**src/rtl/core/q8mv_pkg.sv**
```systemverilog
`timescale 1ns / 1ps
// ----------------------------------------------------------------------------
// q8mv_pkg
// Shared types, widths and constants for the Q8_0 block-quantised mat-vec core.
// ----------------------------------------------------------------------------
package q8mv_pkg;

  // defaults for the top-level parameters
  localparam int BLOCK_SIZE_DEF = 32;
  localparam int LANES_DEF      = 4;
  localparam int MAX_BLOCKS_DEF = 256;

  // field widths
  localparam int Q_W       = 8;
  localparam int ACT_W     = 16;
  localparam int SCALE_W   = 16;
  localparam int PROD_W    = Q_W + ACT_W;
  localparam int BSUM_W    = 32;
  localparam int MAG_W     = 28;              // |block sum| <= 32 * 128 * 32768 = 2^27
  localparam int MANT_W    = 11;              // half mantissa with hidden bit
  localparam int PSC_W     = MAG_W + MANT_W;  // magnitude times mantissa
  localparam int ACC_W     = 48;
  localparam int ROW_IDX_W = 16;
  localparam int BPR_W     = 9;
  localparam int ROWS_W    = 17;
  localparam int MAX_ROWS  = 65536;

  // half-float decoding
  localparam int            HALF_EXP_W  = 5;
  localparam int            HALF_FRAC_W = 10;
  localparam logic [4:0]    HALF_EXP_INF = 5'd31;
  localparam logic [4:0]    EXP_UNITY    = 5'd13;   // exponent at which no shift applies
  localparam int            MAX_LSHIFT   = 17;      // largest finite exponent minus 13
  localparam int            WIDE_W       = PSC_W + MAX_LSHIFT;

  localparam logic [ACC_W-1:0] ACC_MAX = {1'b0, {(ACC_W-1){1'b1}}};
  localparam logic [ACC_W-1:0] ACC_MIN = {1'b1, {(ACC_W-1){1'b0}}};

  // configuration port
  localparam int CFG_IDX_W  = 8;
  localparam int CFG_DATA_W = 32;

  typedef enum logic [CFG_IDX_W-1:0] {
    CFG_BLOCKS_PER_ROW = 8'd0,
    CFG_ROW_COUNT      = 8'd1
  } cfg_reg_t;

  localparam int OUT_TDATA_W = ACC_W + ROW_IDX_W;

  // control that travels alongside the data through the pipeline
  typedef struct packed {
    logic                 valid;
    logic                 blk_end;
    logic                 row_end;
    logic                 last;
    logic [ROW_IDX_W-1:0] row_index;
    logic [SCALE_W-1:0]   scale;
  } q8mv_tag_t;

endpackage

```
**src/rtl/core/q8mv_lane.sv**
```systemverilog
`timescale 1ns / 1ps
// ----------------------------------------------------------------------------
// q8mv_lane
// One multiply lane: signed 8-bit weight times Q4.12 activation, registered.
// ----------------------------------------------------------------------------
module q8mv_lane import q8mv_pkg::*; (
  input  logic                     clk,
  input  logic                     en,
  input  logic signed [Q_W-1:0]    q_i,
  input  logic signed [ACT_W-1:0]  act_i,
  output logic signed [PROD_W-1:0] prod_r
);

  logic signed [PROD_W-1:0] prod_nxt;

  assign prod_nxt = PROD_W'(q_i) * PROD_W'(act_i);

  always_ff @(posedge clk) begin
    if (en) begin
      prod_r <= prod_nxt;
    end
  end

endmodule

```
**src/rtl/core/q8mv_merge.sv**
```systemverilog
`timescale 1ns / 1ps
// ----------------------------------------------------------------------------
// q8mv_merge
// Adds the lane products into the running block sum; hands the finished
// block sum on at the last lane group of each block.
// ----------------------------------------------------------------------------
module q8mv_merge import q8mv_pkg::*; #(
  parameter int LANES = LANES_DEF
) (
  input  logic                     clk,
  input  logic                     rst_n,
  input  logic                     en,
  input  q8mv_tag_t                tag_i,
  input  logic signed [PROD_W-1:0] prod_i [LANES],
  output q8mv_tag_t                tag_r,
  output logic signed [BSUM_W-1:0] bsum_r
);

  logic signed [BSUM_W-1:0] bacc_r;
  logic signed [BSUM_W-1:0] bacc_nxt;
  logic signed [BSUM_W-1:0] lane_sum;
  logic signed [BSUM_W-1:0] total;
  q8mv_tag_t                tag_nxt;

  always_comb begin
    lane_sum = '0;
    for (int i = 0; i < LANES; i++) begin
      lane_sum = lane_sum + {{(BSUM_W-PROD_W){prod_i[i][PROD_W-1]}}, prod_i[i]};
    end
    total = bacc_r + lane_sum;

    bacc_nxt = bacc_r;
    if (tag_i.valid) begin
      bacc_nxt = tag_i.blk_end ? '0 : total;
    end

    // only block ends travel further down
    tag_nxt       = tag_i;
    tag_nxt.valid = tag_i.valid && tag_i.blk_end;
  end

  always_ff @(posedge clk) begin
    if (!rst_n) begin
      bacc_r <= '0;
      tag_r  <= '0;
    end else if (en) begin
      bacc_r <= bacc_nxt;
      tag_r  <= tag_nxt;
    end
  end

  always_ff @(posedge clk) begin
    if (en) begin
      bsum_r <= total;
    end
  end

endmodule

```
**src/rtl/core/q8mv_scale.sv**
```systemverilog
`timescale 1ns / 1ps
// ----------------------------------------------------------------------------
// q8mv_scale
// Multiplies a block sum by its half-float scale: magnitude times mantissa,
// then a rounding right shift or a saturating left shift to 24 fraction bits.
// ----------------------------------------------------------------------------
module q8mv_scale import q8mv_pkg::*; (
  input  logic                    clk,
  input  logic                    rst_n,
  input  logic                    en,
  input  q8mv_tag_t               tag_i,
  input  logic signed [BSUM_W-1:0] bsum_i,
  output q8mv_tag_t               tag_r,
  output logic [ACC_W-1:0]        term_r,
  output logic                    tsat_r
);

  // ---- stage A: magnitude times mantissa ----
  logic [BSUM_W-1:0]     abs_sum;
  logic [MAG_W-1:0]      mag;
  logic [HALF_EXP_W-1:0] exp_f;
  logic [MANT_W-1:0]     mant;
  logic [PSC_W-1:0]      p_nxt;
  logic                  neg_nxt;

  q8mv_tag_t             a_tag_r;
  logic [PSC_W-1:0]      a_p_r;
  logic                  a_neg_r;
  logic                  a_zero_r;
  logic [HALF_EXP_W-1:0] a_exp_r;

  always_comb begin
    abs_sum = bsum_i[BSUM_W-1] ? BSUM_W'(-bsum_i) : BSUM_W'(bsum_i);
    mag     = abs_sum[MAG_W-1:0];
    exp_f   = tag_i.scale[HALF_FRAC_W +: HALF_EXP_W];
    mant    = {(exp_f != '0), tag_i.scale[HALF_FRAC_W-1:0]};
    p_nxt   = PSC_W'(mag) * PSC_W'(mant);
    neg_nxt = bsum_i[BSUM_W-1] ^ tag_i.scale[SCALE_W-1];
  end

  always_ff @(posedge clk) begin
    if (!rst_n) begin
      a_tag_r <= '0;
    end else if (en) begin
      a_tag_r <= tag_i;
    end
  end

  always_ff @(posedge clk) begin
    if (en) begin
      a_p_r    <= p_nxt;
      a_neg_r  <= neg_nxt;
      a_zero_r <= (mag == '0);
      a_exp_r  <= exp_f;
    end
  end

  // ---- stage B: shift to 24 fraction bits ----
  logic [HALF_EXP_W-1:0] e_eff;
  logic [3:0]            rsh;
  logic [HALF_EXP_W-1:0] lsh;
  logic [PSC_W:0]        half_ulp;
  logic [PSC_W:0]        rnd;
  logic [WIDE_W-1:0]     wide;
  logic [WIDE_W-1:0]     limit;
  logic [ACC_W-1:0]      mag_out;
  logic [ACC_W-1:0]      term_nxt;
  logic                  tsat_nxt;

  always_comb begin
    e_eff    = (a_exp_r == '0) ? HALF_EXP_W'(1) : a_exp_r;
    rsh      = 4'(EXP_UNITY - e_eff);
    lsh      = e_eff - EXP_UNITY;
    half_ulp = (PSC_W+1)'(1) << (rsh - 4'd1);
    rnd      = ({1'b0, a_p_r} + half_ulp) >> rsh;
    wide     = WIDE_W'(a_p_r) << lsh;
    limit    = a_neg_r ? WIDE_W'(ACC_MIN) : WIDE_W'(ACC_MAX);
    tsat_nxt = 1'b0;

    if (e_eff < EXP_UNITY) begin
      mag_out = ACC_W'(rnd);
    end else if (e_eff > EXP_UNITY) begin
      if (wide > limit) begin
        mag_out  = limit[ACC_W-1:0];
        tsat_nxt = 1'b1;
      end else begin
        mag_out = wide[ACC_W-1:0];
      end
    end else begin
      mag_out = ACC_W'(a_p_r);
    end
    term_nxt = a_neg_r ? ACC_W'(-mag_out) : mag_out;

    // Inf or NaN scale: clamp with the product's sign, zero sum stays zero
    if (a_exp_r == HALF_EXP_INF) begin
      tsat_nxt = 1'b1;
      term_nxt = a_zero_r ? '0 : (a_neg_r ? ACC_MIN : ACC_MAX);
    end
  end

  always_ff @(posedge clk) begin
    if (!rst_n) begin
      tag_r <= '0;
    end else if (en) begin
      tag_r <= a_tag_r;
    end
  end

  always_ff @(posedge clk) begin
    if (en) begin
      term_r <= term_nxt;
      tsat_r <= tsat_nxt;
    end
  end

endmodule

```
**src/rtl/core/q8_block_quantized_matvec.sv**
```systemverilog
`timescale 1ns / 1ps
// ----------------------------------------------------------------------------
// q8_block_quantized_matvec
// Q8_0 block-quantised matrix-vector product: lanes of weight x activation,
// block sums scaled by a half-float, saturating row accumulation.
// ----------------------------------------------------------------------------
//  channel | direction | tdata fields (lsb first)                       | side
//  --------+-----------+------------------------------------------------+--------------
//  in_     | slave     | q_lane0..N-1, act_lane0..N-1, block_scale      | -
//  out_    | master    | row_sum[47:0], row_index[15:0]                 | tlast=last_row
//          |           |                                                | tuser=saturated
//  cfg_    | write     | index 0 blocks_per_row, index 1 row_count      | cfg_ready tied
//
//  One item is taken per cycle while in_tready is high; the four lane multipliers
//  and the merge adder set that rate. A row result passes the lane, merge,
//  scale A, scale B and output registers before it is offered on out_.
//  Reset is synchronous; control state is cleared at once, data registers are not.
//  in_tready drops only while a row result is stuck behind an untaken output.
// ----------------------------------------------------------------------------
module q8_block_quantized_matvec import q8mv_pkg::*; #(
  parameter int BLOCK_SIZE = BLOCK_SIZE_DEF,
  parameter int LANES      = LANES_DEF,
  parameter int MAX_BLOCKS = MAX_BLOCKS_DEF,
  localparam int IN_TDATA_W = ((LANES * (Q_W + ACT_W) + SCALE_W + 7) / 8) * 8
) (
  input  logic                   clk,
  input  logic                   rst_n,
  // q_lane0..N-1, act_lane0..N-1, block_scale, zero pad
  input  logic                   in_tvalid,
  output logic                   in_tready,
  input  logic [IN_TDATA_W-1:0]  in_tdata,
  // row_sum, row_index
  output logic                   out_tvalid,
  input  logic                   out_tready,
  output logic [OUT_TDATA_W-1:0] out_tdata,
  output logic                   out_tlast,
  // saturated
  output logic                   out_tuser,
  input  logic                   cfg_valid,
  output logic                   cfg_ready,
  input  logic [CFG_IDX_W-1:0]   cfg_index,
  input  logic [CFG_DATA_W-1:0]  cfg_data
);

  localparam int GROUPS    = BLOCK_SIZE / LANES;
  localparam int GRP_W     = (GROUPS > 1) ? $clog2(GROUPS) : 1;
  localparam int BLK_W     = (MAX_BLOCKS > 1) ? $clog2(MAX_BLOCKS) : 1;
  localparam int CMP_W     = ($clog2(MAX_BLOCKS + 1) > BPR_W) ? $clog2(MAX_BLOCKS + 1) : BPR_W;
  localparam int SCALE_LSB = LANES * (Q_W + ACT_W);

  // ---------------- configuration ----------------
  logic [BPR_W-1:0]  bpr_cfg_r;
  logic [ROWS_W-1:0] rows_cfg_r;

  assign cfg_ready = 1'b1;

  always_ff @(posedge clk) begin
    if (!rst_n) begin
      bpr_cfg_r  <= BPR_W'(1);
      rows_cfg_r <= ROWS_W'(1);
    end else if (cfg_valid) begin
      case (cfg_index)
        CFG_BLOCKS_PER_ROW: bpr_cfg_r  <= cfg_data[BPR_W-1:0];
        CFG_ROW_COUNT:      rows_cfg_r <= cfg_data[ROWS_W-1:0];
        default: ;
      endcase
    end
  end

  // ---------------- front counters ----------------
  logic                 adv;
  logic                 in_xfer;
  logic [GRP_W-1:0]     grp_r, grp_nxt;
  logic [BLK_W-1:0]     blk_r, blk_nxt;
  logic [ROW_IDX_W-1:0] row_r, row_nxt;
  logic [SCALE_W-1:0]   scale_r, scale_nxt;
  logic [SCALE_W-1:0]   in_scale;
  logic [CMP_W-1:0]     bpr_ext, bpr_eff;
  logic [ROWS_W-1:0]    rows_eff;
  logic                 blk_end, row_done, last_row;
  q8mv_tag_t            tag0_nxt, tag0_r;

  assign in_tready = adv;
  assign in_xfer   = in_tvalid && in_tready;
  assign in_scale  = in_tdata[SCALE_LSB +: SCALE_W];

  always_comb begin
    bpr_ext = CMP_W'(bpr_cfg_r);
    if (bpr_ext == '0) begin
      bpr_eff = CMP_W'(1);
    end else if (bpr_ext > CMP_W'(MAX_BLOCKS)) begin
      bpr_eff = CMP_W'(MAX_BLOCKS);
    end else begin
      bpr_eff = bpr_ext;
    end

    if (rows_cfg_r == '0) begin
      rows_eff = ROWS_W'(1);
    end else if (rows_cfg_r > ROWS_W'(MAX_ROWS)) begin
      rows_eff = ROWS_W'(MAX_ROWS);
    end else begin
      rows_eff = rows_cfg_r;
    end

    blk_end  = ({1'b0, grp_r} + (GRP_W+1)'(1)) >= (GRP_W+1)'(GROUPS);
    row_done = (CMP_W'(blk_r) + CMP_W'(1)) >= bpr_eff;
    last_row = ({1'b0, row_r} + ROWS_W'(1)) >= rows_eff;

    grp_nxt   = grp_r;
    blk_nxt   = blk_r;
    row_nxt   = row_r;
    scale_nxt = scale_r;
    if (in_xfer) begin
      if (grp_r == '0) begin
        scale_nxt = in_scale;
      end
      if (blk_end) begin
        grp_nxt = '0;
        if (row_done) begin
          blk_nxt = '0;
          row_nxt = last_row ? '0 : row_r + ROW_IDX_W'(1);
        end else begin
          blk_nxt = blk_r + BLK_W'(1);
        end
      end else begin
        grp_nxt = grp_r + GRP_W'(1);
      end
    end

    tag0_nxt.valid     = in_xfer;
    tag0_nxt.blk_end   = blk_end;
    tag0_nxt.row_end   = blk_end && row_done;
    tag0_nxt.last      = last_row;
    tag0_nxt.row_index = row_r;
    tag0_nxt.scale     = (grp_r == '0) ? in_scale : scale_r;
  end

  always_ff @(posedge clk) begin
    if (!rst_n) begin
      grp_r   <= '0;
      blk_r   <= '0;
      row_r   <= '0;
      scale_r <= '0;
      tag0_r  <= '0;
    end else if (adv) begin
      grp_r   <= grp_nxt;
      blk_r   <= blk_nxt;
      row_r   <= row_nxt;
      scale_r <= scale_nxt;
      tag0_r  <= tag0_nxt;
    end
  end

  // ---------------- lanes ----------------
  logic signed [PROD_W-1:0] prod [LANES];

  for (genvar g = 0; g < LANES; g++) begin : g_lane
    q8mv_lane u_lane (
      .clk    (clk),
      .en     (adv),
      .q_i    ($signed(in_tdata[g*Q_W +: Q_W])),
      .act_i  ($signed(in_tdata[LANES*Q_W + g*ACT_W +: ACT_W])),
      .prod_r (prod[g])
    );
  end

  // ---------------- merge and scale ----------------
  q8mv_tag_t                mg_tag;
  logic signed [BSUM_W-1:0] bsum;
  q8mv_tag_t                sc_tag;
  logic [ACC_W-1:0]         term;
  logic                     tsat;

  q8mv_merge #(.LANES(LANES)) u_merge (
    .clk    (clk),
    .rst_n  (rst_n),
    .en     (adv),
    .tag_i  (tag0_r),
    .prod_i (prod),
    .tag_r  (mg_tag),
    .bsum_r (bsum)
  );

  q8mv_scale u_scale (
    .clk    (clk),
    .rst_n  (rst_n),
    .en     (adv),
    .tag_i  (mg_tag),
    .bsum_i (bsum),
    .tag_r  (sc_tag),
    .term_r (term),
    .tsat_r (tsat)
  );

  // ---------------- row accumulation and output register ----------------
  logic [ACC_W-1:0]     row_acc_r, row_acc_nxt;
  logic                 row_sat_r, row_sat_nxt;
  logic [ACC_W:0]       sum_wide;
  logic [ACC_W-1:0]     acc_new;
  logic                 sat_new;
  logic                 out_tvalid_r, out_tvalid_nxt;
  logic [ACC_W-1:0]     out_sum_r;
  logic [ROW_IDX_W-1:0] out_idx_r;
  logic                 out_last_r;
  logic                 out_sat_r;
  logic                 emit;

  // hold everything while a row result waits behind a full output register
  assign adv  = !(sc_tag.valid && sc_tag.row_end && out_tvalid_r && !out_tready);
  assign emit = adv && sc_tag.valid && sc_tag.row_end;

  always_comb begin
    sum_wide = {row_acc_r[ACC_W-1], row_acc_r} + {term[ACC_W-1], term};
    sat_new  = row_sat_r || tsat;
    if (sum_wide[ACC_W] != sum_wide[ACC_W-1]) begin
      acc_new = sum_wide[ACC_W] ? ACC_MIN : ACC_MAX;
      sat_new = 1'b1;
    end else begin
      acc_new = sum_wide[ACC_W-1:0];
    end

    row_acc_nxt = row_acc_r;
    row_sat_nxt = row_sat_r;
    if (adv && sc_tag.valid) begin
      row_acc_nxt = sc_tag.row_end ? '0 : acc_new;
      row_sat_nxt = sc_tag.row_end ? 1'b0 : sat_new;
    end

    out_tvalid_nxt = out_tvalid_r;
    if (emit) begin
      out_tvalid_nxt = 1'b1;
    end else if (out_tready) begin
      out_tvalid_nxt = 1'b0;
    end
  end

  always_ff @(posedge clk) begin
    if (!rst_n) begin
      row_acc_r    <= '0;
      row_sat_r    <= 1'b0;
      out_tvalid_r <= 1'b0;
    end else begin
      row_acc_r    <= row_acc_nxt;
      row_sat_r    <= row_sat_nxt;
      out_tvalid_r <= out_tvalid_nxt;
    end
  end

  always_ff @(posedge clk) begin
    if (emit) begin
      out_sum_r  <= acc_new;
      out_idx_r  <= sc_tag.row_index;
      out_last_r <= sc_tag.last;
      out_sat_r  <= sat_new;
    end
  end

  assign out_tvalid = out_tvalid_r;
  assign out_tdata  = {out_idx_r, out_sum_r};
  assign out_tlast  = out_last_r;
  assign out_tuser  = out_sat_r;

endmodule

```
**config.mk**
```make
export PLATFORM = sky130hd
export DESIGN_NAME = q8_block_quantized_matvec
export DESIGN_NICKNAME = d
export VERILOG_FILES = /design/src/rtl/core/q8mv_pkg.sv /design/src/rtl/core/q8mv_lane.sv /design/src/rtl/core/q8mv_merge.sv /design/src/rtl/core/q8mv_scale.sv /design/src/rtl/core/q8_block_quantized_matvec.sv
export SDC_FILE = /design/constraint.sdc
export NUM_CORES = 2
export LEC_CHECK = 0
export ABC_AREA = 1
export CAP_MARGIN = 10
export CORE_UTILIZATION = 45
export DETAILED_ROUTE_END_ITERATION = 8
export DONT_BUFFER_PORTS = 1
export PLACE_DENSITY = 0.64
export SYNTH_ARGS = -nofsm -noshare
export SYNTH_HDL_FRONTEND = slang
export SYNTH_HIERARCHICAL = 1
export SYNTH_SLANG_ARGS = --single-unit
export TNS_END_PERCENT = 30
```
**constraint.sdc**
```tcl
create_clock -name clk -period 21.7 [get_ports clk]
set_clock_uncertainty 0.2 [all_clocks]
set_input_delay 1.085 -clock clk [delete_from_list [all_inputs] [get_ports clk]]
set_output_delay 1.085 -clock clk [all_outputs]
set_load 0.05 [all_outputs]
```
## Word-level counts from Yosys, hierarchy flattened

Index checks and enable logic that the tools add are counted.

- Bits in registers: 549
- Input port bits: 157
- Output and inout port bits: 69
- Word-level logic and storage cells: 136

- Add/subtract/negate cells: 17
- $mul: 5
- $lt $le $gt $ge: 8
- Equal/unequal tests: 3
- Shifts and indexed selects: 3
- Multiplexer cells: 29
- Bitwise operators: 2
- Reduce and logical (&&, ||, !) cells: 25

Operators by type and width:

| operator | count |
|---|---|
| $mux W48 | 11 |
| $add A32 B32 Y32 | 3 |
| $mul A8 B16 Y24 | 4 |
| $gt A56 B56 Y1 | 1 |
| $shl A39 B5 Y56 | 1 |
| $add A48 B48 Y49 | 1 |
| $neg A48 Y48 | 1 |
| $add A39 B40 Y40 | 1 |
| $shl A1 B4 Y40 const A | 1 |
| $shr A40 B4 Y40 | 1 |
| $mul A28 B11 Y39 | 1 |
| $mux W17 | 2 |
| $mux W16 | 2 |
| $mux W32 | 1 |
| $logic_not A28 Y1 | 1 |
| $mux W28 | 1 |
| $neg A28 Y28 | 1 |
| $add A24 B24 Y25 | 1 |
| $mux W9 | 2 |
| $add A16 B1 Y17 const B | 1 |
| $ge A17 B17 Y1 | 1 |
| $gt A17 B17 Y1 const B | 1 |
| $logic_not A17 Y1 | 1 |
| $add A16 B1 Y16 const B | 1 |
| 33 further kinds | 50 |

## Longest topological paths before layout

- Word-level depth: 11
- Gate-level depth with buffers: 48
- Gate-level depth less buffers: 42

## Cells and area by module

Netlist, hierarchy kept.

By module, submodules not included:

| module | times used | cells each | area each (µm²) | seq. area each (µm²) |
|---|---|---|---|---|
| q8mv_scale | 1 | 4016 | 26266.4 | 4294.1 |
| q8mv_lane at g_lane[0].u_lane ... | 3 | 793 | 5910.7 | 720.7 |
| q8_block_quantized_matvec | 1 | 1806 | 13396.6 | 5084.9 |
| q8mv_merge | 1 | 1093 | 7972.6 | 2322.2 |
| q8mv_lane at g_lane[3].u_lane | 1 | 788 | 5826.8 | 720.7 |

## Worst setup path after synthesis

Ideal clock, no wire load.

- Path kind: input to register
- From: in out_tready
- To: reg u_merge.bacc_r[19]
- Setup time: 0.070 ns
- Arrival time: 9.783 ns
- Required time: 21.430 ns
- Path slack: 11.647 ns
- Cell stages on the path: 11
- Buffers on the path: 3
- Cell sequence: nor2_1 inv_1 nor2_1 clkinv_1 clkbuf_1 buf_2 nand2_1 nor2_1 buf_2 nand3_1 a21oi_1

- Longest elaborated chain between the ends: 4

RTL lines:

| element | line | source |
|---|---|---|
| start: declaration | q8_block_quantized_matvec.sv:34 | `input logic out_tready,` |
| $logic_not A1 Y1 | q8_block_quantized_matvec.sv:209 | `assign adv = !(sc_tag.valid && sc_tag.row_end && out_tvalid_r && !out_tready);` |
| $logic_and A1 B1 Y1 | q8_block_quantized_matvec.sv:209 |  |
| $not A1 Y1 (no line) | -- |  |
| $reduce_and A2 Y1 (no line) | -- |  |
| end signal: assignment | q8mv_merge.sv:47 | `bacc_r <= bacc_nxt;` |
| end: declaration | q8mv_merge.sv:19 | `logic signed [BSUM_W-1:0] bacc_r;` |

Every way passes these cells.
A chain may end at the register's enable or synchronous reset.

## Worst setup path in the final report

- From: reg u_scale.a_exp_r[1]
- To: reg u_scale.term_r[40], data pin

- Longest elaborated chain between the ends: 11
- Elaborated cells between the ends (all ways): 19
- Classes of those cells: 5 x add/sub; 3 x order compare; 1 x eq/ne; 3 x shift; 6 x mux; 1 x reduce/logical

RTL lines:

| element | line | source |
|---|---|---|
| start: declaration | q8mv_scale.sv:30 | `logic [HALF_EXP_W-1:0] a_exp_r;` |
| start signal: assignment | q8mv_scale.sv:54 | `a_exp_r <= exp_f;` |
| $logic_not A5 Y1 | q8mv_scale.sv:71 | `e_eff = (a_exp_r == '0) ? HALF_EXP_W'(1) : a_exp_r;` |
| $mux W5 | q8mv_scale.sv:71 |  |
| $sub A4 B4 Y4 / $sub A5 B4 Y5 (equally long branches) | q8mv_scale.sv:72, q8mv_scale.sv:73 |  |
| $sub A4 B1 Y4 / $shl A39 B5 Y56 (equally long branches) | q8mv_scale.sv:74, q8mv_scale.sv:76 |  |
| $shl A1 B4 Y40 / $gt A56 B56 Y1 (equally long branches) | q8mv_scale.sv:74, q8mv_scale.sv:83 |  |
| $add A39 B40 Y40 / $mux W48 (equally long branches) | q8mv_scale.sv:75, q8mv_scale.sv:83 |  |
| $shr A40 B4 Y40 / $mux W48 (equally long branches) | q8mv_scale.sv:75, q8mv_scale.sv:82 |  |
| $mux W48 | q8mv_scale.sv:80 | `if (e_eff < EXP_UNITY) begin` |
| $neg A48 Y48 | q8mv_scale.sv:92 | `term_nxt = a_neg_r ? ACC_W'(-mag_out) : mag_out;` |
| $mux W48 | q8mv_scale.sv:92 |  |
| $mux W48 (*) | q8mv_scale.sv:95 | `if (a_exp_r == HALF_EXP_INF) begin` |
| net u_scale.term_nxt[40] | q8mv_scale.sv:67 | `logic [ACC_W-1:0] term_nxt;` |
| end signal: assignment | q8mv_scale.sv:111 | `term_r <= term_nxt;` |
| end: declaration | q8mv_scale.sv:14 | `output logic [ACC_W-1:0] term_r,` |

The timed path passes the listed nets; every way through them passes the cells marked *.

==> results.cfg <==
[run_status]
status = complete, but fails checks
violations = DRC

[logic_synthesis]
synthesis.area_um2 = 70000
synth_cells = 9943
yosys_warnings = 6
syn_nets = 11300
synth.avg_cell_area_um2 = 7.04

[clock_tree]
cts.repair.resized = 0
ctsRootBufferMaster = clkbuf_16
clk_path_buf_depth = 3
cts_tree = yes
cts_setup_buffers = 0
cts_sinks = 546
htree_num_levels = 2
insertion_delay_ns = 0.70
path_clk_slew_ns = 0.06
cts_made_buffers = 61
cts_hold_buf = 0

[critical_path]
crit_arrival_ns = 10.53
worst-path-buf-inv = 10
r2r_setup_slack_ns = 11.42
max_stage_delay_ns = 0.59
crit_top_cell = nand2_1
cp-end-kind = register
critPathKind = reg -> reg
rr_worst_depth = 41
r2r-start = u_scale/a_exp_r[1]$_DFFE_PP_
cp.required_ns = 21.95
crit_family = simple AND/OR/NAND/NOR gates
critPathMaxFanout = 59
worst_setup_path_start_kind = register
timing.rr.end = u_scale/term_r[40]$_DFFE_PP_
cpMaxStageDelayCell = nand2_4

[sta]
tightest_slew_ns = 1.21
slew_headroom_pct = 19.3
fmax_mhz = 97.3
layout_setup_ws_ns = 11.42
hold_viol = 0
slew_violations = 0
rsz0062_at_grt = false
tns_ns = 0
period_share_pct = 47.4
period_minus_slack_ns = 10.28
setup_viol = 0

[place]
place_ws_ns = 11.75
portBuffers = 0
place_area_um2 = 71400
gp_congestion = 1.01
dpl.hpwl_um = 165000

[worst_hold_path]
hold_path_depth = 0
min-delay-start = u_scale/tag_r[19]$_SDFFE_PN0P_
hp-class = reg -> reg
holdPathEnd = out_idx_r[3]$_DFFE_PP_

[grt]
grt_pass1_vias = 60600
track_usage_pct = 26.1
grt_max_degree = 221
grt_pass1_wl_um = 327000
antenna_found_initial = 5
grt_overflow = 0

[pwr]
pwr-share-comb_pct = 76.0
clkPwrFrac_pct = 8.7
p_seq_share_pct = 15.3
swShare_pct = 56.2
p_int_mw = 5.66
switching_power_mw = 7.25
power_density_nw_per_um2 = 175
p_leak_nw = 39.2
p_total_mw = 12.9
ir_worst_vdd_mv = 0.208

[flow_run]
max-cap-violations = 0

[finish]
design_area_um2 = 73600
drive_above_1_share_pct = 5.34
final_nets = 11000
layout_common_cells = nand2_1, inv_1, nor2_1
final_common_cell = nand2_1
area_growth_pct = 5.23

[die]
core_area_um2 = 154000
die-height_um = 396
start_util_pct = 45.4
fp.dieW_um = 396
rows = 144
die_area_um2 = 157000
io_pins = 226

[drt]
wl_um = 204000
drt-initial-drc-count = 4734
dr.pass1.iters = 9
drcViolationCount = 52
wl_per_cell_um = 17.3
viasPerCell = 5.14
vias = 60600
ant_nets = 0
## layout make-up
class,count,area (um2)
fill,15800,80600
multi-input combinational,6886,46600
sequential,546,13800
inverter,2145,8060
tap,2044,2560
clock buffer,88,1900
timing repair buffer,49,380
clock inverter,28,347
antenna,4,10.0
## how the worst max path moves through the flow
stage               slack (ns)                         endpoint  cells after the start                         start
global route             10.82     u_scale/term_r[36]$_DFFE_PP_                     42  u_scale/a_exp_r[1]$_DFFE_PP_
finish                   11.42     u_scale/term_r[40]$_DFFE_PP_                     41  u_scale/a_exp_r[1]$_DFFE_PP_
detailed placement       11.75     u_scale/term_r[44]$_DFFE_PP_                     41  u_scale/a_exp_r[1]$_DFFE_PP_
floorplan                11.74  u_merge/bacc_r[19]$_SDFFE_PN0P_                     11                    out_tready
CTS                      11.70     u_scale/term_r[44]$_DFFE_PP_                     41  u_scale/a_exp_r[1]$_DFFE_PP_
global placement         11.75     u_scale/term_r[44]$_DFFE_PP_                     41  u_scale/a_exp_r[1]$_DFFE_PP_
## through the flow
step	hold WS [ns]	util (%)	cells
3_5_place_dp	0.215	46.3	11700
4_1_cts	0.230	47.7	11800
5_1_grt	0.240	47.7	11800
6_report	0.229	47.7	11800
2_1_floorplan	0.203	-	9943
3_3_place_gp	0.212	46.3	11700
## flip-flops by register name, indices dropped and copies added, names as in the netlist, 29 cells and up
| name | count |
|---|---|
| u_scale/term_r | 48 |
| u_scale/a_p_r | 39 |
| out_sum_r | 48 |
| g_lane.u_lane/prod_r | 96 |
| tag0_r | 36 |
| u_merge/tag_r | 35 |
| row_acc_r | 48 |
| u_merge/bsum_r | 29 |
| u_merge/bacc_r | 32 |
## layer usage
layer	track usage (%)	wire (um)
met5	0	13
met4	9.96	8170
met3	2.92	10600
met2	45.7	98800
met1	32.8	86800
## power by group through the flow
stage	registers, mW	logic, mW	clock network [mW]
2_1_floorplan	1.79	7.36	0
3_3_place_gp	1.99	9.62	0
3_5_place_dp	1.99	9.75	0
4_1_cts	1.97	9.80	1.15
5_1_grt	1.98	11.2	1.19
6_report	1.97	9.82	1.12
## worst reg2reg max path: cells and delay by family (launching register included)
kind | cells | cell delay, ns
compound gates | 3 | 1.12
fa+ha+maj | 3 | 0.68
xor+xnor | 1 | 0.13
flops | 1 | 0.38
buf+inv | 10 | 2.49
simple gates | 24 | 5.03
Power figures use the tool's default switching activity.
